$ cat config.mk
export PLATFORM = sky130hd
export DESIGN_NAME = pwm_period_duty_detector
export DESIGN_NICKNAME = d
export VERILOG_FILES = /design/src/design/pwmpd_pkg.sv /design/src/design/pwmpd_ctrl.sv /design/src/design/pwmpd_dp.sv /design/src/design/pwm_period_duty_detector.sv
export SDC_FILE = /design/constraint.sdc
export NUM_CORES = 1
export LEC_CHECK = 0
export BUFFER_PORTS_ARGS = -buffer_cell sky130_fd_sc_hd__buf_2
export CORE_ASPECT_RATIO = 1.1
export CORE_MARGIN = 5
export CORE_UTILIZATION = 45
export CTS_CLUSTER_DIAMETER = 40
export DETAILED_ROUTE_END_ITERATION = 12
export SKIP_LAST_GASP = 1
export SLEW_MARGIN = 30
export SYNTH_ARGS = -nofsm -noshare
export SYNTH_HDL_FRONTEND = slang
export SYNTH_HIERARCHICAL = 1
export SYNTH_SLANG_ARGS = --single-unit
export TNS_END_PERCENT = 100
$ cat constraint.sdc
create_clock -name i_clk -period 11.6 [get_ports i_clk]
set_input_delay 2.32 -clock i_clk [delete_from_list [all_inputs] [get_ports i_clk]]
set_output_delay 2.32 -clock i_clk [all_outputs]
set_load 0.02 [all_outputs]
$ cat src/design/pwmpd_pkg.sv
// Shared types and constants for the PWM period and duty detector.
`timescale 1ns / 1ps
`default_nettype none

package pwmpd_pkg;

    localparam int COUNT_WIDTH_DEF = 31;
    localparam int RATE_W          = 27;
    localparam int OUT_CNT_W       = 31;
    localparam int DUTY_W          = 7;
    localparam int IN_TDATA_W      = 8;
    localparam int OUT_TDATA_W     = 96;
    localparam int FREQ_STEPS      = 27;
    localparam int DUTY_STEPS      = 7;
    localparam int STEP_W          = 5;
    localparam int SHIFT_W         = 3;

    localparam logic [RATE_W-1:0]    RATE_RESET  = 27'd40000;
    localparam logic [DUTY_W-1:0]    DUTY_SCALE  = 7'd100;
    localparam logic [OUT_CNT_W-1:0] OUT_CNT_MAX = 31'h7FFF_FFFF;

    typedef enum logic [2:0] {
        ST_IDLE,
        ST_PREP,
        ST_FREQ,
        ST_DUTY,
        ST_HOLD
    } t_state;

    typedef struct packed {
        logic               accept;
        logic               prep;
        logic               freq_step;
        logic               duty_step;
        logic               out_load;
        logic [SHIFT_W-1:0] shift;
    } t_dp_cmd;

    typedef struct packed {
        logic is_edge;
        logic out_free;
    } t_dp_stat;

endpackage

`default_nettype wire

$ cat src/design/pwmpd_ctrl.sv
// Controller: sequences edge capture, frequency and duty division, and result hand-off.
`timescale 1ns / 1ps
`default_nettype none

module pwmpd_ctrl (
    input  wire                 i_clk,
    input  wire                 i_rst_n,
    input  wire                 i_s_tvalid,
    output logic                o_s_tready,
    input  pwmpd_pkg::t_dp_stat i_stat,
    output pwmpd_pkg::t_dp_cmd  o_cmd
);
    import pwmpd_pkg::*;

    t_state              r_state, n_state;
    logic [STEP_W-1:0]   r_step, n_step;

    always_ff @(posedge i_clk) begin
        if (!i_rst_n) begin
            r_state <= ST_IDLE;
            r_step  <= '0;
        end else begin
            r_state <= n_state;
            r_step  <= n_step;
        end
    end

    // next state
    always_comb begin
        n_state = r_state;
        n_step  = r_step;
        unique case (r_state)
            ST_IDLE: begin
                if (i_s_tvalid && i_stat.is_edge) begin
                    n_state = ST_PREP;
                end
            end
            ST_PREP: begin
                n_state = ST_FREQ;
                n_step  = '0;
            end
            ST_FREQ: begin
                if (r_step == STEP_W'(FREQ_STEPS - 1)) begin
                    n_state = ST_DUTY;
                    n_step  = STEP_W'(DUTY_STEPS - 1);
                end else begin
                    n_step = r_step + STEP_W'(1);
                end
            end
            ST_DUTY: begin
                if (r_step == '0) begin
                    n_state = ST_HOLD;
                end else begin
                    n_step = r_step - STEP_W'(1);
                end
            end
            ST_HOLD: begin
                if (i_stat.out_free) begin
                    n_state = ST_IDLE;
                end
            end
            default: n_state = ST_IDLE;
        endcase
    end

    // outputs
    always_comb begin
        o_s_tready      = 1'b0;
        o_cmd           = '0;
        o_cmd.shift     = r_step[SHIFT_W-1:0];
        unique case (r_state)
            ST_IDLE: begin
                o_s_tready   = 1'b1;
                o_cmd.accept = i_s_tvalid;
            end
            ST_PREP: o_cmd.prep      = 1'b1;
            ST_FREQ: o_cmd.freq_step = 1'b1;
            ST_DUTY: o_cmd.duty_step = 1'b1;
            ST_HOLD: o_cmd.out_load  = i_stat.out_free;
            default: o_cmd = '0;
        endcase
    end

    a_edge_starts_div: assert property (@(posedge i_clk) disable iff (!i_rst_n)
        (i_s_tvalid && o_s_tready && i_stat.is_edge) |=> (r_state == ST_PREP))
        else $error("edge beat did not start a division");

    a_load_when_free: assert property (@(posedge i_clk) disable iff (!i_rst_n)
        o_cmd.out_load |-> i_stat.out_free)
        else $error("result loaded over a waiting result");

    a_duty_shift_range: assert property (@(posedge i_clk) disable iff (!i_rst_n)
        (r_state == ST_DUTY) |-> (r_step <= STEP_W'(DUTY_STEPS - 1)))
        else $error("duty step index out of range");

endmodule

`default_nettype wire

$ cat src/design/pwmpd_dp.sv
// Datapath: run counter, held counts, shared shift-subtract divider and result register.
`timescale 1ns / 1ps
`default_nettype none

module pwmpd_dp #(
    parameter int COUNT_WIDTH = pwmpd_pkg::COUNT_WIDTH_DEF
) (
    input  wire                                    i_clk,
    input  wire                                    i_rst_n,
    input  pwmpd_pkg::t_dp_cmd                     i_cmd,
    output pwmpd_pkg::t_dp_stat                    o_stat,
    input  wire                                    i_level,
    input  wire                                    i_cfg_valid,
    input  wire [pwmpd_pkg::RATE_W-1:0]            i_cfg_data,
    output logic                                   o_m_tvalid,
    input  wire                                    i_m_tready,
    output logic [pwmpd_pkg::OUT_TDATA_W-1:0]      o_m_tdata,
    output logic                                   o_m_tuser
);
    import pwmpd_pkg::*;

    localparam int SW = COUNT_WIDTH + 2;   // period sum and frequency remainder
    localparam int NW = COUNT_WIDTH + 7;   // scaled high count for the duty
    localparam int RW = COUNT_WIDTH + 8;   // subtractor operand width
    localparam int XW = (COUNT_WIDTH > OUT_CNT_W) ? COUNT_WIDTH : OUT_CNT_W;

    logic [RATE_W-1:0]      r_rate;
    logic [COUNT_WIDTH-1:0] r_run, r_held_hi, r_held_lo;
    logic                   r_prev;
    logic [SW-1:0]          r_sum, r_rem;
    logic [NW-1:0]          r_num;
    logic [RATE_W-1:0]      r_dvd;
    logic [DUTY_W-1:0]      r_duty;
    logic                   r_out_valid;
    logic [OUT_CNT_W-1:0]   r_o_hi, r_o_lo;
    logic [RATE_W-1:0]      r_o_freq;
    logic [DUTY_W-1:0]      r_o_duty;
    logic                   r_o_kind;

    logic [SW:0]            freq_t;
    logic [RW-1:0]          sub_a, sub_b;
    logic [RW:0]            sub_d;
    logic                   sub_ge;
    logic [XW-1:0]          hi_x, lo_x;
    logic [OUT_CNT_W-1:0]   hi_clip, lo_clip;
    logic                   is_edge;

    assign is_edge = (i_level != r_prev);

    // one subtractor serves both divisions
    always_comb begin
        freq_t = {r_rem, r_dvd[RATE_W-1]};
        if (i_cmd.freq_step) begin
            sub_a = RW'(freq_t);
            sub_b = RW'(r_sum);
        end else begin
            sub_a = RW'(r_num);
            sub_b = RW'(r_sum) << i_cmd.shift;
        end
        sub_d  = {1'b0, sub_a} - {1'b0, sub_b};
        sub_ge = !sub_d[RW];
    end

    always_comb begin
        hi_x    = XW'(r_held_hi);
        lo_x    = XW'(r_held_lo);
        hi_clip = (hi_x > XW'(OUT_CNT_MAX)) ? OUT_CNT_MAX : hi_x[OUT_CNT_W-1:0];
        lo_clip = (lo_x > XW'(OUT_CNT_MAX)) ? OUT_CNT_MAX : lo_x[OUT_CNT_W-1:0];
    end

    always_ff @(posedge i_clk) begin
        if (!i_rst_n) begin
            r_rate      <= RATE_RESET;
            r_run       <= '0;
            r_prev      <= 1'b0;
            r_held_hi   <= '0;
            r_held_lo   <= '0;
            r_out_valid <= 1'b0;
        end else begin
            if (i_cfg_valid) begin
                r_rate <= i_cfg_data;
            end
            if (i_cmd.accept) begin
                if (is_edge) begin
                    if (i_level) begin
                        r_held_lo <= r_run;
                    end else begin
                        r_held_hi <= r_run;
                    end
                    r_prev <= i_level;
                    r_run  <= '0;
                end else if (r_run != '1) begin
                    r_run <= r_run + COUNT_WIDTH'(1);
                end
            end
            if (i_cmd.out_load) begin
                r_out_valid <= 1'b1;
            end else if (i_m_tready) begin
                r_out_valid <= 1'b0;
            end
        end
    end

    always_ff @(posedge i_clk) begin
        if (i_cmd.prep) begin
            r_sum  <= SW'(r_held_hi) + SW'(r_held_lo) + SW'(2);
            r_num  <= NW'(COUNT_WIDTH'(r_held_hi) + (COUNT_WIDTH+1)'(1)) * NW'(DUTY_SCALE);
            r_rem  <= '0;
            r_dvd  <= r_rate;
            r_duty <= '0;
        end
        if (i_cmd.freq_step) begin
            r_rem <= sub_ge ? sub_d[SW-1:0] : freq_t[SW-1:0];
            r_dvd <= {r_dvd[RATE_W-2:0], sub_ge};
        end
        if (i_cmd.duty_step) begin
            if (sub_ge) begin
                r_num <= sub_d[NW-1:0];
            end
            r_duty <= {r_duty[DUTY_W-2:0], sub_ge};
        end
        if (i_cmd.out_load) begin
            r_o_hi   <= hi_clip;
            r_o_lo   <= lo_clip;
            r_o_freq <= r_dvd;
            r_o_duty <= r_duty;
            r_o_kind <= r_prev;
        end
    end

    assign o_stat.is_edge  = is_edge;
    assign o_stat.out_free = !r_out_valid || i_m_tready;
    assign o_m_tvalid      = r_out_valid;
    assign o_m_tuser       = r_o_kind;
    assign o_m_tdata       = {r_o_duty, r_o_freq, r_o_lo, r_o_hi};

    a_sum_min: assert property (@(posedge i_clk) disable iff (!i_rst_n)
        i_cmd.freq_step |-> (r_sum >= SW'(2)))
        else $error("period sum below two");

    a_duty_max: assert property (@(posedge i_clk) disable iff (!i_rst_n)
        i_cmd.out_load |-> (r_duty <= DUTY_SCALE))
        else $error("duty above one hundred percent");

    a_freq_max: assert property (@(posedge i_clk) disable iff (!i_rst_n)
        i_cmd.out_load |-> (r_dvd <= r_rate))
        else $error("frequency above sample rate");

endmodule

`default_nettype wire

$ cat src/design/pwm_period_duty_detector.sv
// Top level of the PWM period and duty detector.
// Usage:
//   Slave stream (i_s_*): one beat per sample tick, tdata bit 0 is the sampled
//   PWM level. A beat without a level change is taken while idle and only
//   advances the saturating run counter.
//   A level change closes a high or low run and starts a measurement: the
//   frequency quotient comes from a shift-subtract divider, one bit per cycle,
//   then the seven duty bits come from the same subtractor.
//   An edge beat occupies the block through the prep, frequency, duty and
//   hold states; once its result is loaded, the next beat can be taken.
//   Master stream (o_m_*): one result beat per edge. tuser carries the edge
//   kind (1 rising, 0 falling). The output register holds a finished result
//   while the next samples are taken; a stalled receiver keeps the next edge's
//   result in the hold state, with tready low until the register frees.
//   Config channel (i_cfg_*): sample rate in hertz, taken any cycle; write it
//   only while no measurement is running.
//   Reset (synchronous, active low) clears counters and held counts, sets the
//   previous level low and the sample rate to 40000.
`timescale 1ns / 1ps
`default_nettype none

module pwm_period_duty_detector #(
    parameter int COUNT_WIDTH = pwmpd_pkg::COUNT_WIDTH_DEF
) (
    input  wire                                i_clk,
    input  wire                                i_rst_n,
    input  wire                                i_s_tvalid,
    output logic                               o_s_tready,
    input  wire [pwmpd_pkg::IN_TDATA_W-1:0]    i_s_tdata,   // [0] pwm_level, [7:1] zero
    output logic                               o_m_tvalid,
    input  wire                                i_m_tready,
    // [30:0] high_samples, [61:31] low_samples, [88:62] frequency_hz, [95:89] duty_percent
    output logic [pwmpd_pkg::OUT_TDATA_W-1:0]  o_m_tdata,
    output logic                               o_m_tuser,   // [0] edge_kind
    input  wire                                i_cfg_valid,
    output logic                               o_cfg_ready,
    input  wire [pwmpd_pkg::RATE_W-1:0]        i_cfg_data   // sample_rate_hz
);
    import pwmpd_pkg::*;

    t_dp_cmd  cmd;
    t_dp_stat stat;
    logic     cfg_wr;

    assign o_cfg_ready = 1'b1;
    assign cfg_wr      = i_cfg_valid && o_cfg_ready;

    pwmpd_ctrl u_ctrl (
        .i_clk      (i_clk),
        .i_rst_n    (i_rst_n),
        .i_s_tvalid (i_s_tvalid),
        .o_s_tready (o_s_tready),
        .i_stat     (stat),
        .o_cmd      (cmd)
    );

    pwmpd_dp #(
        .COUNT_WIDTH (COUNT_WIDTH)
    ) u_dp (
        .i_clk       (i_clk),
        .i_rst_n     (i_rst_n),
        .i_cmd       (cmd),
        .o_stat      (stat),
        .i_level     (i_s_tdata[0]),
        .i_cfg_valid (cfg_wr),
        .i_cfg_data  (i_cfg_data),
        .o_m_tvalid  (o_m_tvalid),
        .i_m_tready  (i_m_tready),
        .o_m_tdata   (o_m_tdata),
        .o_m_tuser   (o_m_tuser)
    );

endmodule

`default_nettype wire

# After elaboration in Yosys (flattened, before gate mapping)

Index checks and enable logic that the tools add are counted.

Register bits after elaboration: 365
Input bits: 40
Output and inout bits: 100
Word-level logic and storage cells: 91

$add $sub $neg: 7
Multipliers: 1
$lt $le $gt $ge: 2
Equal/unequal tests: 12
Shift operators: 1
Muxes and demuxes: 31
Bitwise operators: 1
Reduce and logical (&&, ||, !) cells: 18

Operators with widths:

| operator                                               | count |
|---|---|
| two-way mux 38 bit                                     | 4 |
| two-way mux 33 bit                                     | 3 |
| greater-than comparator 31 bit (second input constant) | 2 |
| two-way mux 31 bit                                     | 2 |
| two-way mux 27 bit                                     | 2 |
| subtractor 38 x 39 -> 40 bit                           | 1 |
| two-way mux 39 bit                                     | 1 |
| left shift 33 x 3 -> 39 bit                            | 1 |
| multiplier 38 x 5 -> 36 bit (second input constant)    | 1 |
| adder 33 x 2 -> 33 bit (second input constant)         | 1 |
| adder 31 x 1 -> 32 bit (second input constant)         | 1 |
| adder 31 x 31 -> 32 bit                                | 1 |
| adder 31 x 1 -> 31 bit (second input constant)         | 1 |
| inequality test 31 bit (second input constant)         | 1 |
| two-way mux 3 bit                                      | 5 |
| one-hot mux 3 bit (5 select lines)                     | 1 |
| one-hot mux 5 bit (3 select lines)                     | 1 |
| two-way mux 7 bit                                      | 2 |
| two-way mux 5 bit                                      | 2 |
| two-way mux 1 bit                                      | 8 |
| inequality test 2 x 1 -> 1 bit (second input constant) | 4 |
| nonzero test 2 bit                                     | 4 |
| == test 3 x 2 -> 1 bit (second input constant)         | 2 |
| AND reduction 2 bit                                    | 3 |
| 17 further kinds                                       | 19 |

# Longest topological paths before layout

Gate-level depths: netlist of run 1.

Word-level depth: 8
Gate-level depth with buffers: 25
Depth with buffers taken out: 25

# Hierarchy

The synthesis of run 1 kept the hierarchy.

By module, submodules not included:

| module                   | times used | cells each | area an instance (µm²) | sequential area each (µm²) |
|---|---|---|---|---|
| pwmpd_dp                 | 1          | 2367       | 22995.8                | 9118.7 |
| pwmpd_ctrl               | 1          | 97         | 729.4                  | 160.2 |
| pwm_period_duty_detector | 1          | 2          | 11.3                   | 0.0 |

# Worst setup path before layout of run 1

No wires, ideal clock.

Path type: in2reg
Start point: input i_m_tready
End point: register u_dp.r_o_kind (netlist: u_dp/o_m_tuser) (enable)
Library setup time: 0.468 ns
Data arrival time: 4.770 ns
Data required time: 11.132 ns
Setup slack: 6.362 ns
Cell stages on the path: 2
Path buffers: 0
Path through: nand2b_1 > and3_1

RTL lines:

| item                 | RTL line                       | source |
|---|---|---|
| start, declared      | pwm_period_duty_detector.sv:31 | `input wire i_m_tready,` |
| end signal, assigned | pwmpd_dp.sv:127                | `r_o_kind <= r_prev;` |
| end, declared        | pwmpd_dp.sv:38                 | `logic r_o_kind;` |

==> results of run 1 <==
[synth_stat cells (5+ instances only)]
| cell | instances |
|---|---|
| dfxtp_1 | 168 |
| a21o_1 | 38 |
| ha_1 | 205 |
| a211oi_1 | 13 |
| o21a_1 | 13 |
| edfxtp_1 | 197 |
| nor3_1 | 23 |
| o211a_1 | 5 |
| o21bai_1 | 10 |
| and4_1 | 9 |
| a21oi_1 | 140 |
| nand4_1 | 26 |
| or2_2 | 5 |
| and2_1 | 23 |
| or3_1 | 11 |
| a21boi_0 | 86 |
| clkbuf_1 | 143 |
| nor2_1 | 158 |
| inv_1 | 173 |
| nand3_1 | 41 |
| mux4_2 | 21 |
| a221oi_1 | 9 |
| a311oi_1 | 7 |
| a22oi_1 | 7 |
| o211ai_1 | 8 |
| xor2_1 | 78 |
| nand2_1 | 297 |
| and3_1 | 9 |
| buf_2 | 10 |
| mux2_2 | 62 |
| a31oi_1 | 8 |
| nand2b_1 | 15 |
| o21ai_0 | 87 |
| xnor2_1 | 91 |
| fa_1 | 27 |
| nor2b_1 | 49 |
| buf_1 | 12 |
| mux2i_1 | 87 |
| nor4_1 | 5 |
[registers in the layout, indices dropped and copies added, names as in the netlist, 31 cells and up]
name	count
u_dp/r_o_lo	31
u_dp/r_num	38
u_dp/hi_x	31
u_dp/r_rem	33
u_dp/r_run	31
u_dp/r_o_hi	31
u_dp/lo_x	31
u_dp/r_sum	33
[power groups by stage]
stage | registers (mW) | clock network, mW | logic (mW)
final | 1.54 | 2.01 | 1.17
after global placement | 1.56 | 0 | 1.12
after detailed placement | 1.56 | 0 | 1.15
after global routing | 1.55 | 2.13 | 1.30
after CTS | 1.54 | 2.06 | 1.15
after floorplan | 1.54 | 0 | 0.908
[cell families (layout without fill, tap and decap cells)]
group | count (synthesis) | after routing | share of synthesized area (%)
muxes | 170 | 170 | 8.60
AOI/OAI and AO/OA | 488 | 488 | 13.7
and+or+nand+nor | 695 | 695 | 13.6
buffers and inverters | 346 | 444 | 5.63
other | 1 | 1 | 0.0158
xor gates and xnor gates | 169 | 169 | 6.24
adders and majority gates | 232 | 232 | 13.1
DFF | 365 | 365 | 39.1
[placed cells by master, fill, tap and decap left out, types with 8 or more instances in the layout]
cell / count
a211oi_1: 13
a21boi_0: 86
a21o_1: 38
a21oi_1: 139
a221oi_1: 9
a31oi_1: 8
and2_1: 21
and3_1: 8
and4_1: 9
buf_2: 131
buf_4: 11
bufinv_16: 8
clkbuf_16: 67
clkinv_2: 8
dfxtp_1: 168
edfxtp_1: 197
fa_1: 27
ha_1: 205
inv_1: 173
inv_6: 14
mux2_2: 62
mux2i_1: 87
mux4_2: 21
nand2_1: 296
nand2b_1: 15
nand3_1: 41
nand4_1: 26
nor2_1: 155
nor2b_1: 49
nor3_1: 23
o211ai_1: 8
o21a_1: 13
o21ai_0: 87
o21bai_1: 10
or3_1: 11
xnor2_1: 91
xor2_1: 78
[worst reg2reg max path: cells and delay by family, from the launching register on]
kind	cells	cell delay (ns)
and+or+nand+nor	4	0.92
muxes	1	0.11
buffers and inverters	4	2.04
AOI/OAI and AO/OA	10	2.76
DFF	1	0.56
adders and majority gates	1	0.37
[area by class of cell]
type	count	area, sq um
tap	675	845
sequential	365	9280
fill	4675	25200
timing repair buffer	144	786
clock buffer	72	1700
clock inverter	52	644
inverter	176	662
multi-input combinational	1755	13200
[metrics by stage]
step	util, %	area [sq um]	total power [mW]	setup WS (ns)
after detailed placement	47.2	24700	2.71	4.82
after CTS	51.7	27000	4.75	4.81
final	51.8	27100	4.72	4.71
after global placement	47.2	24700	2.68	4.99
after global routing	51.8	27100	4.98	4.11
after floorplan	-	23700	2.45	6.36
[worst min path at each step]
stage               cells past startpoint                          to                          from  slack (ns)
detailed placement                      0  u_dp/r_o_duty[6]$_DFFE_PP_  u_dp/r_duty[6]$_SDFFCE_PN0P_        0.41
global placement                        0  u_dp/r_o_duty[6]$_DFFE_PP_  u_dp/r_duty[6]$_SDFFCE_PN0P_        0.41
floorplan                               0  u_dp/r_o_duty[6]$_DFFE_PP_  u_dp/r_duty[6]$_SDFFCE_PN0P_        0.40
CTS                                     0  u_dp/r_o_duty[6]$_DFFE_PP_  u_dp/r_duty[6]$_SDFFCE_PN0P_        0.42
finish                                  0  u_dp/r_o_duty[6]$_DFFE_PP_  u_dp/r_duty[6]$_SDFFCE_PN0P_        0.42
global route                            0  u_dp/r_o_freq[1]$_DFFE_PP_       u_dp/r_dvd[1]$_DFFE_PP_        0.44
[layer usage]
metal	vias to the layer above	wire [microns]
met5	-	0
li1	8747	-
met2	306	26700
met3	77	2150
met1	8332	25100
met4	0	1140
==> results, run 1 <==
- The endpoint of the worst register-to-register path is u_dp/r_num[32]$_DFF_P_.
- In this run, post-CTS repair resized a total of 0 instances.
- The count of synthesis-stage warnings from yosys is 6.
- The critical path endpoint is u_dp/r_num[32]$_DFF_P_.
- The master of the slowest instance on the critical path is clkinv_2.
- The number of antenna cells inserted is 0.
- The clock root buffer master is clkbuf_16.
- Entering global routing, the biggest net connects 169 pins.
- 140 I/O pins were placed.
- Sorting the synthesized cells by area gives the leading types as edfxtp_1 25%, dfxtp_1 14%, ha_1 11%.
- Global routing used 25.1% of the available met1 tracks.
- Row generation in the floorplan step produced 88 rows.
- For the pin with the worst max-slew slack, the measured transition is 0.865 ns.
- In this run the static leakage power is 11.4 nW.
- The post-route fraction of the period consumed by the critical path is 59.4%.
- The number of hold buffers added after CTS is 0.
- The maximum clock skew at final layout is 0.0282 ns.
- Of all nets on the critical path, the largest fanout is 61.
- The detailed-router iteration count before antenna repair is 5.
- In this run the tool buffered the top-level ports with 131 buffer cells.
- Including well taps, the total number of placed cells is 3114.
- The routed design could run at a clock period as short as 6.89 ns.
- Counting stages on the worst path, the most repeated cell is a21oi_1.
- The fmax is 0.145 GHz.
- The netlist area before placement is 23700 sq um.
- Of all cell types, the one taking the most synthesized area is edfxtp_1.
- The internal power component is 3.22 mW.
- Global routing used 19.0% of the available tracks.
- The initial utilization of the core area, before any placement, comes to 45.4%.
- The chip width is 229 microns.
- Sequential cells burn 32.5% of the power.
- The launch point of the worst path is u_ctrl/r_state[0]$_SDFFE_PN0P_.
- In this design, the stage delay of the slowest critical-path cell is 0.76 ns.
- In the synthesized netlist the dominant register cell turns out to be edfxtp_1.
- The number of synthesized flops with an enable pin is 197.
- The class of the tightest hold or removal check is reg -> reg.
- The normalized max-slew margin is 42.4%.
- The share of the Yosys chip area taken by registers is 39.1%.
- The first global-routing pass estimated 90700 microns of wire.
- The number of setup violations in the final report is 0.
- The synthesized instance count is 2466.
- Power spread over the standard cell area amounts to 174 nW/um^2.
- In this run the register-to-register setup slack is 4.71 ns.
- The most used routing layer in global routing is met2.
- Summed over all failing endpoints, the final setup total negative slack is 0 ns.
- The vertical die dimension is 251 microns.
- In this run the number of cells on the critical path is 20.
- Of all flip-flops after synthesis, the portion carrying an async set or reset was 0%.
- The clock net in this run drives a total of 365 sinks.
- The number of levels in the clock H-tree is 3.
- The net count of the mapped netlist is 2738.
- The worst setup path is captured at a flop.
- The number of failing hold endpoints at the final stage came to 0.
- The arrival time reported for the critical path endpoint is 7.32 ns.
- The clock latency on the worst-skew pair is 0.60 ns.
- The worst-case IR drop observed on VDD is 0.102 mV.
- Measured in cells, the most critical reg-to-reg path has a length of 20.
- The clock passes through at most 3 buffers.
- The total via count in the routed design is 17462.
- The area growth from synthesis to layout is 14.1%.
- The clock network power share is 42.7%.
- The flop and latch count out of synthesis is 365.
- The number of post-CTS setup repair buffers is 0.
- In this run the remaining antenna-violating nets after routing total 0.
- The total global routing overflow is 0.
- After detailed routing, the average wire length per cell comes to 17.0 microns.
- The critical setup path kind is reg -> reg.
- The number of global-route vias before repair is 17544.
- For met3 alone, demand over resource in global routing was 3.11%.
- The switching part of the total is 31.7%.
- The final layout contains routed wiring with a total length of 55100 microns.
- The number of antenna violations at the first check in global routing is 0.
- The run finished with clean final reports.
- The placed wire-length estimate is 40000 microns.
- The critical path buffer and inverter count is 4.
- The max-slew violation count is 0.
- The post-synthesis cell type count is 92.
- The routability-driven placement congestion ratio is 0.874.
- Summed over all nets, the switching power comes to 1.50 mW.
- Max-cap violations in this run came to 0.
- Dividing the synthesized area by the synthesized cell count gives 9.63 sq um.
- Setup repair after global routing left no endpoint under its margin.
- The fraction of final layout cells with drive strength greater than 1 is 15.0%.
- The tightest hold path in the finished design has a slack of 0.419 ns.
- After the last flow step, the layout net total stands at 2781.
- The share of synthesized area in the top cell type comes to 24.9%.
- The clock-pin slew on the worst setup and hold paths is 0.05 ns.
- Dividing the detail-routed via count by the number of cells gives 5.39.
- Excluding fillers, the count of instances in the completed layout stands at 3239.
- The startpoint type of the worst setup path is a flop.
- The total die area is 57400 sq um.
- Traced cell by cell, the critical path runs through o21ai_0, and2_2, buf_4, clkinv_1, a21oi_1, mux2i_1, nor2_1, a21oi_1, ha_1, and3_1, a21oi_2, o21ai_0, o21ai_1, a21oi_1, a21o_1, buf_4, nand2_2, clkinv_2, a311oi_1, a21oi_1.
- In this run the critical register-to-register path is launched from u_ctrl/r_state[0]$_SDFFE_PN0P_.
- For this run, design rule violations remaining after detail routing come to 0.
- For this run, global-route usage on met2 was measured as 32.3%.
- The detailed router finished its first iteration with 1061 violations.
- The combinational fraction of design power is 24.8%.
- The number of clock buffers inserted by TritonCTS is 67.
- On the critical path the largest part of the delay comes from compound AO/OA/AOI/OAI gates.
- The required time of the worst setup path is 12.04 ns.
- The region available for standard cell placement spans 52300 sq um.
- The CTS tree is done.
No activity file was read; power rests on OpenSTA's default activity.
==> run 2: changes to the inputs <==
==> constraint.sdc (replaced) <==
create_clock -name i_clk -period 7.2 [get_ports i_clk]
set_input_delay 1.44 -clock i_clk [delete_from_list [all_inputs] [get_ports i_clk]]
set_output_delay 1.44 -clock i_clk [all_outputs]
set_load 0.02 [all_outputs]
==> results, run 2 (synthesis results as in run 1) <==
- The number of levels in the clock H-tree was 3 (unchanged).
- The top cell family by delay on the critical path is simple AND/OR/NAND/NOR gates (was compound AO/OA/AOI/OAI gates).
- The clock root buffer master was clkbuf_16 (unchanged).
- The routed wire length per instance is 17.1 microns (was 17.0 microns).
- The chip width is 229 microns (unchanged).
- The number of fill cells in the layout is 4701 (was 4675).
- The number of hold buffers added after CTS was 0 (unchanged).
- The number of gates resized after CTS is 0 (unchanged).
- The global routing usage on met2 is 32.3% (about the same).
- The number of post-CTS setup repair buffers came to 0 (unchanged).
- The number of nets at the end of the flow is 2793 (was 2781).
- The class of the tightest hold or removal check is reg -> reg (unchanged).
- The most used routing layer in global routing was met2 (unchanged).
- The placeable core region is 52300 sq um (unchanged).
- Unrepaired setup endpoints after global routing: no (unchanged).
- The remaining routing DRC violations is 0 (unchanged).
- The maximum cell stage delay along the critical path is 0.59 ns (was 0.76 ns).
- Result of the run: finished, final reports clean (unchanged).
- The maximum clock skew at final layout is 0.0310 ns (was 0.0282 ns).
- The register-to-register path setup slack is 1.24 ns (was 4.71 ns).
- The critical hold path startpoint is u_dp/r_duty[6]$_SDFFCE_PN0P_ (unchanged).
- The fmax is 0.168 GHz (was 0.145 GHz).
- The TritonCTS sink count is 365 (unchanged).
- The number of cells on the worst reg-to-reg path was 23 (was 20).
- The maximum net fanout on the critical path is 8 (was 61).
- The number of setup violations in the final report came to 0 (unchanged).
- The power density over the cells is 281 nW/um^2 (was 174 nW/um^2).
- The routability-driven placement congestion ratio came to 0.900 (was 0.874).
- The number of DRC markers in iteration 0 is 1050 (was 1061).
- The normalized max-slew margin is 38.7% (was 42.4%).
- The total via count in the routed design was 17566 (was 17462).
- The number of failing hold endpoints at the final stage is 0 (unchanged).
- The first-pass GRT wire length came to 89700 microns (was 90700 microns).
- The aggregate global-route resource usage was 18.9% (was 19.0%).
- The required time of the worst setup path came to 7.67 ns (was 12.04 ns).
- The number of global-route vias before repair is 17525 (was 17544).
- The leakage power summed over all cells was 11.4 nW (about the same).
- The number of antenna cells inserted is 0 (unchanged).
- The slew at the pin with the worst max-slew slack is 0.919 ns (was 0.865 ns).
- The endpoint of the worst register-to-register path is u_dp/r_num[37]$_DFF_P_ (was u_dp/r_num[32]$_DFF_P_).
- The post-route antenna net violation count is 0 (unchanged).
- Biggest registers after layout: u_dp/r_num x38, u_dp/r_rem x33, u_dp/r_sum x33 (unchanged).
- The number of placement rows came to 88 (unchanged).
- The met1 track utilization from global routing is 24.4% (was 25.1%).
- The post-route fraction of the period consumed by the critical path came to 82.8% (was 59.4%).
- Highest-count cells in the layout ignoring fill and taps: 296 x nand2_1, 205 x ha_1, 197 x edfxtp_1 (unchanged).
- The detailed-router iteration count before antenna repair is 5 (unchanged).
- Worst-path cell chain: and3_1, nand3_1, nor2_1, nand4_1, nor3_1, and4_1, nand4_1, xor2_1, inv_1, ha_1, ha_1, inv_1, fa_1, inv_1, ha_1, a21oi_1, o31ai_1, a221oi_1, o21ai_1, o31ai_2, xnor2_1, nor2_1, o22ai_1 (was o21ai_0, and2_2, buf_4, clkinv_1, a21oi_1, mux2i_1, nor2_1, a21oi_1, ha_1, and3_1, a21oi_2, o21ai_0, o21ai_1, a21oi_1, a21o_1, buf_4, nand2_2, clkinv_2, a311oi_1, a21oi_1).
- The launch point of the worst path was u_dp/hi_x[0]$_SDFFE_PN0P_ (was u_ctrl/r_state[0]$_SDFFE_PN0P_).
- The number of antenna violations at the first check in global routing was 0 (unchanged).
- The number of clock buffers inserted by TritonCTS came to 69 (was 67).
- The arrival time reported for the critical path endpoint came to 6.44 ns (was 7.32 ns).
- The worst-case hold path end point is u_dp/r_o_duty[6]$_DFFE_PP_ (unchanged).
- The most common library cell in the layout ignoring fill and taps is nand2_1 (unchanged).
- The max-slew violation count was 0 (unchanged).
- The number of primary I/O pins is 140 (unchanged).
- The number of cells traversed by the worst hold path is 0 (unchanged).
- The wire length reported by the detailed router is 55500 microns (was 55100 microns).
- The critical path buffer and inverter count is 3 (was 4).
- The worst reg2reg path startpoint is u_dp/hi_x[0]$_SDFFE_PN0P_ (was u_ctrl/r_state[0]$_SDFFE_PN0P_).
- The clock-pin slew on the worst setup and hold paths is 0.06 ns (was 0.05 ns).
- The initial core utilization came to 45.4% (unchanged).
- The final sum of negative setup slack is 0 ns (unchanged).
- The register containing the most flip-flops in the final layout is u_dp/r_num (unchanged).
- The startpoint type of the worst setup path is a flop (unchanged).
- The maximum number of pins on one net before global-route repair came to 91 (was 169).
- The number of stages on the worst setup path came to 23 (was 20).
- The per-cell via count in the routed design came to 5.40 (was 5.39).
- The time the final worst path needs with I/O delays and setup was 5.96 ns (was 6.89 ns).
- The critical setup path kind is reg -> reg (unchanged).
- The CTS tree was done (unchanged).
- The fraction of final layout cells with drive strength greater than 1 came to 15.6% (was 15.0%).
- The placed wire-length estimate was 40600 microns (was 40000 microns).
- The total global routing overflow was 0 (unchanged).
- The critical path endpoint category is a flop (unchanged).
- The worst vdd rail ir drop is 0.171 mV (was 0.102 mV).
- The number of port buffers was 131 (unchanged).
- The fraction of met3 tracks used by global routing was 3.49% (was 3.11%).
- The master of the slowest instance on the critical path is nor3_1 (was clkinv_2).
- The total die area came to 57400 sq um (unchanged).
- The post-route core utilization is 52.1% (was 51.8%).
- The number of buffers on the longest clock path is 3 (unchanged).
- The area growth from synthesis to layout came to 14.7% (was 14.1%).
- The number of maximum-capacitance constraint violations is 0 (unchanged).
- The clock latency on the worst-skew pair is 0.61 ns (was 0.60 ns).
- The vertical die dimension is 251 microns (unchanged).
- The flip-flop count of the largest register, all copies and words added is 38 (unchanged).
## run 2: cell types whose count changed in the layout (fill, tap and decap cells not counted), sizes merged
cell	change
buf	+10
bufinv	-3
clkbuf	+4
clkinv	-2
clkinvlp	+4
inv	+1
## run 2: area by class of cell
class,instances,area (sq um),share of cell area (%)
timing repair buffer,154,853,3.13
inverter,176,661,2.43
tap,675,845,3.10
sequential,365,9280,34.1
clock inverter,52,641,2.35
clock buffer,76,1780,6.55
multi-input combinational,1755,13200,48.4
## run 2: where the power goes
group          switching (mW)  internal [mW]  total, mW
clock network            1.25           2.05       3.30
registers              0.0928           2.38       2.47
logic                    1.13          0.750       1.88
total                    2.47           5.17       7.65
## run 2: worst max path at each step
stage	end	slack, ns
after global routing	u_dp/r_num[37]$_DFF_P_	0.61
after floorplan	u_dp/r_num[37]$_DFF_P_	2.15
after detailed placement	u_dp/r_num[37]$_DFF_P_	1.18
final	u_dp/r_num[37]$_DFF_P_	1.24
after global placement	u_dp/r_num[37]$_DFF_P_	1.26
after CTS	u_dp/r_num[37]$_DFF_P_	1.14
## run 2: metrics by stage
| step | total power, mW | cells | setup WS [ns] | hold slack (ns) | area, sq um |
|---|---|---|---|---|---|
| after floorplan | 3.94 | 2466 | 2.15 | 0.400 | 23700 |
| after global routing | 8.07 | 3253 | 0.614 | 0.445 | 27200 |
| after global placement | 4.34 | 3125 | 1.26 | 0.403 | 24800 |
| after CTS | 7.73 | 3253 | 1.14 | 0.438 | 27200 |
| final | 7.65 | 3253 | 1.24 | 0.428 | 27200 |
| after detailed placement | 4.38 | 3125 | 1.18 | 0.426 | 24800 |
## run 2: routing by layer
metal / vias up / wire length (microns)
li1: 8760 / -
met2: 336 / 26600
met4: 0 / 1550
met3: 98 / 2300
met5: - / 0
met1: 8372 / 25000
==> run 3: changes to the inputs <==
--- a/config.mk
+++ b/config.mk
@@ -5,6 +5,7 @@
 export SDC_FILE = /design/constraint.sdc
 export NUM_CORES = 1
 export LEC_CHECK = 0
+export ABC_AREA = 1
 export BUFFER_PORTS_ARGS = -buffer_cell sky130_fd_sc_hd__buf_2
 export CORE_ASPECT_RATIO = 1.1
 export CORE_MARGIN = 5
==> constraint.sdc (replaced) <==
create_clock -name i_clk -period 5.2 [get_ports i_clk]
set_input_delay 1.04 -clock i_clk [delete_from_list [all_inputs] [get_ports i_clk]]
set_output_delay 1.04 -clock i_clk [all_outputs]
set_load 0.02 [all_outputs]
==> results, run 3 <==
- The number of fill cells in the layout was 5949 (was 4701).
- The most common flop cell mapped by yosys is edfxtp_1 (unchanged).
- The CTS tree is done (unchanged).
- The share of synthesized registers carrying an async set or reset is 0% (unchanged).
- The number of placement rows is 93 (was 88).
- The number of synthesized flops with an enable pin is 197 (unchanged).
- Highest-count cells in the layout ignoring fill and taps: 1091 x nand2_1, 555 x inv_1, 391 x nor2_1 (was 296 x nand2_1, 205 x ha_1, 197 x edfxtp_1).
- The clock network power share is 22.2% (was 43.1%).
- The time the final worst path needs with I/O delays and setup was 4.86 ns (was 5.96 ns).
- Biggest registers after layout: u_dp/r_num x38, u_dp/r_rem x33, u_dp/r_sum x33 (unchanged).
- The number of antenna cells inserted is 0 (unchanged).
- The number of nets at the end of the flow is 4150 (was 2793).
- The most common library cell in the layout ignoring fill and taps is nand2_1 (unchanged).
- The number of buffers on the longest clock path came to 3 (unchanged).
- The number of antenna violations at the first check in global routing is 0 (unchanged).
- The first-pass GRT wire length is 129000 microns (was 89700 microns).
- The power spent charging and discharging nets is 8.54 mW (was 2.47 mW).
- The number of global-route vias before repair is 23328 (was 17525).
- The sequential share of power is 23.5% (was 32.3%).
- The area share of the leading cell type in the synthesized netlist is 22.3% (was 24.9%).
- The class of the tightest hold or removal check is reg -> reg (unchanged).
- The TritonCTS sink count is 365 (unchanged).
- The number of setup violations in the final report came to 0 (unchanged).
- The total die area was 63800 sq um (was 57400 sq um).
- The flip-flop count of the largest register, all copies and words added is 38 (unchanged).
- The aggregate global-route resource usage came to 25.4% (was 18.9%).
- The power density over the cells came to 585 nW/um^2 (was 281 nW/um^2).
- The post-synthesis cell type count is 54 (was 92).
- The critical setup path kind is reg -> reg (unchanged).
- The final sum of negative setup slack is 0 ns (unchanged).
- The register containing the most flip-flops in the final layout is u_dp/r_num (unchanged).
- The fmax is 0.206 GHz (was 0.168 GHz).
- The slew at the pin with the worst max-slew slack is 0.921 ns (was 0.919 ns).
- The maximum number of pins on one net before global-route repair is 99 (was 91).
- The number of clock buffers inserted by TritonCTS came to 57 (was 69).
- Top cells by area in the synthesized netlist: edfxtp_1 22%, nand2_1 15%, dfxtp_1 13% (was edfxtp_1 25%, dfxtp_1 14%, ha_1 11%).
- The clock latency on the worst-skew pair is 0.63 ns (was 0.61 ns).
- The synthesized instance count was 3782 (was 2466).
- Post-synth top cells: 1092 x nand2_1, 557 x inv_1, 394 x nor2_1 (was 297 x nand2_1, 205 x ha_1, 197 x edfxtp_1).
- The storage element area is 9280 sq um (unchanged).
- The cell type with the highest aggregate area in the netlist was edfxtp_1 (unchanged).
- The worst vdd rail ir drop is 0.318 mV (was 0.171 mV).
- The normalized max-slew margin is 38.6% (was 38.7%).
- The number of primary I/O pins is 140 (unchanged).
- The net count of the mapped netlist was 4054 (was 2738).
- The flop and latch count out of synthesis came to 365 (unchanged).
- The total via count in the routed design is 24205 (was 17566).
- The initial core utilization was 45.4% (about the same).
- The max-slew violation count is 0 (unchanged).
- The placed wire-length estimate is 64400 microns (was 40600 microns).
- The number of cells traversed by the worst hold path is 0 (unchanged).
- The maximum net fanout on the critical path is 5 (was 8).
- The combinational fraction of design power is 54.2% (was 24.6%).
- Result of the run: finished, final reports clean (unchanged).
- The number of maximum-capacitance constraint violations is 0 (unchanged).
- The area growth from synthesis to layout is 13.2% (was 14.7%).
- The detailed-router iteration count before antenna repair was 5 (unchanged).
- The number of failing hold endpoints at the final stage is 0 (unchanged).
- The per-cell via count in the routed design was 5.17 (was 5.40).
- The netlist area before placement was 26500 sq um (was 23700 sq um).
- The register area share after synthesis came to 35.0% (was 39.1%).
- The number of port buffers was 131 (unchanged).
- The required time of the worst setup path came to 5.71 ns (was 7.67 ns).
- Unrepaired setup endpoints after global routing: no (unchanged).
- The total global routing overflow is 0 (unchanged).
- The switching part of the total is 48.7% (was 32.4%).
- The smallest hold slack is 0.420 ns (was 0.428 ns).
- The vertical die dimension was 264 microns (was 251 microns).
- The routed wire length per instance is 17.6 microns (was 17.1 microns).
- The startpoint type of the worst setup path is a flop (unchanged).
- The routability-driven placement congestion ratio is 0.990 (was 0.900).
- The multi-input combinational cell area is 14300 sq um (was 13200 sq um).
- The critical path endpoint category was a flop (unchanged).
- The post-route antenna net violation count is 0 (unchanged).
- The clock-pin slew on the worst setup and hold paths is 0.06 ns (about the same).
- The clock root buffer master is clkbuf_16 (unchanged).
- The remaining routing DRC violations came to 0 (unchanged).
- The average cell area after synthesis is 7.00 sq um (was 9.63 sq um).
- The arrival time reported for the critical path endpoint is 5.37 ns (was 6.44 ns).
- The total power draw is 17.6 mW (was 7.65 mW).
- The fraction of final layout cells with drive strength greater than 1 is 9.50% (was 15.6%).
- The post-route fraction of the period consumed by the critical path is 93.4% (was 82.8%).
- The leakage power summed over all cells was 14.5 nW (was 11.4 nW).
- The number of DRC markers in iteration 0 is 1750 (was 1050).
- The number of levels in the clock H-tree is 2 (was 3).
- The most common cell in the netlist was nand2_1 (unchanged).
- The placeable core region came to 58400 sq um (was 52300 sq um).
- The chip width is 241 microns (was 229 microns).
- The number of cells on the worst reg-to-reg path came to 22 (was 23).
- The maximum clock skew at final layout is 0.0458 ns (was 0.0310 ns).
- The internal power component is 9.01 mW (was 5.17 mW).
- The wire length reported by the detailed router is 82600 microns (was 55500 microns).
- The count of synthesis-stage warnings from yosys is 6 (unchanged).
run 3: final timing paths:
path / from / endpoint / slack, ns
setup / recovery: u_dp/hi_x[5]$_SDFFE_PN0P_ / u_dp/r_num[28]$_DFF_P_ / 0.34
hold / removal: u_dp/r_duty[6]$_SDFFCE_PN0P_ / u_dp/r_o_duty[6]$_DFFE_PP_ / 0.42
setup reg to reg: u_dp/hi_x[5]$_SDFFE_PN0P_ / u_dp/r_num[28]$_DFF_P_ / 0.34
hold reg to reg: u_dp/r_duty[6]$_SDFFCE_PN0P_ / u_dp/r_o_duty[6]$_DFFE_PP_ / 0.42
run 3: layout make-up:
class	instances	area share (%)
tap	760	3.17
timing repair buffer	206	4.19
clock buffer	67	5.13
clock inverter	40	1.54
sequential	365	30.9
multi-input combinational	2675	47.8
inverter	573	7.20
run 3: cells by family after synthesis:
family / count (synthesis) / share of synthesized area, %
AOI/OAI and AO/OA: 472 / 9.62
xor gates and xnor gates: 93 / 3.07
and+or+nand+nor: 1869 / 29.3
adders and majority gates: 232 / 11.7
buffers and inverters: 742 / 10.9
muxes: 8 / 0.302
DFF: 365 / 35.0
other: 1 / 0.0142
run 3: timing repair:
item / 4_1_cts / 5_1_grt
buffers inserted: 0 / 0
setup endpoints to repair: 0 / 2
endpoints found under the hold margin: 0 / 0
gates resized for setup: 0 / 2
hold buffers: 0 / 0
run 3: stage by stage:
| step | std cells | worst slack [ns] | instance area (sq um) | util (%) |
|---|---|---|---|---|
| floorplan | 3782 | 0.454 | 26500 | - |
| global placement | 4579 | 0.409 | 28000 | 47.9 |
| detailed placement | 4579 | 0.343 | 28000 | 47.9 |
| CTS | 4686 | 0.303 | 30000 | 51.3 |
| global route | 4686 | 0.0241 | 30000 | 51.3 |
| finish | 4686 | 0.343 | 30000 | 51.3 |
run 3: power by group through the flow:
stage	combinational, mW	sequential (mW)	clock, mW
after floorplan	6.76	4.12	0
after global placement	9.37	4.16	0
after detailed placement	9.40	4.17	0
after CTS	9.45	4.12	3.97
after global routing	10.7	4.19	4.11
final	9.52	4.13	3.90
run 3: critical path, stage by stage, from the launching register on:
cell and delay [ns]:
dfxtp_1 0.46, inv_2 0.14, nor4_4 0.33, nand2_1 0.19
nor2_2 0.23, xor2_1 0.43, ha_1 0.33, ha_1 0.28
inv_1 0.05, fa_1 0.50, inv_1 0.05, ha_1 0.39
nand2_1 0.10, inv_1 0.08, nand2_1 0.11, nor3_1 0.15
nand2_1 0.08, nand2_1 0.14, nand2_1 0.09, nand3_1 0.08
nand3_1 0.29, nand3_1 0.18, nand2_1 0.06
run 3: metal layers:
metal,global-route usage [%],part of all wire [%],up-vias
li1,-,-,12310
met1,32.0,43,11104
met2,43.2,47,611
met3,3.08,4.5,180
met4,11.8,5.4,0
met5,0,0,-
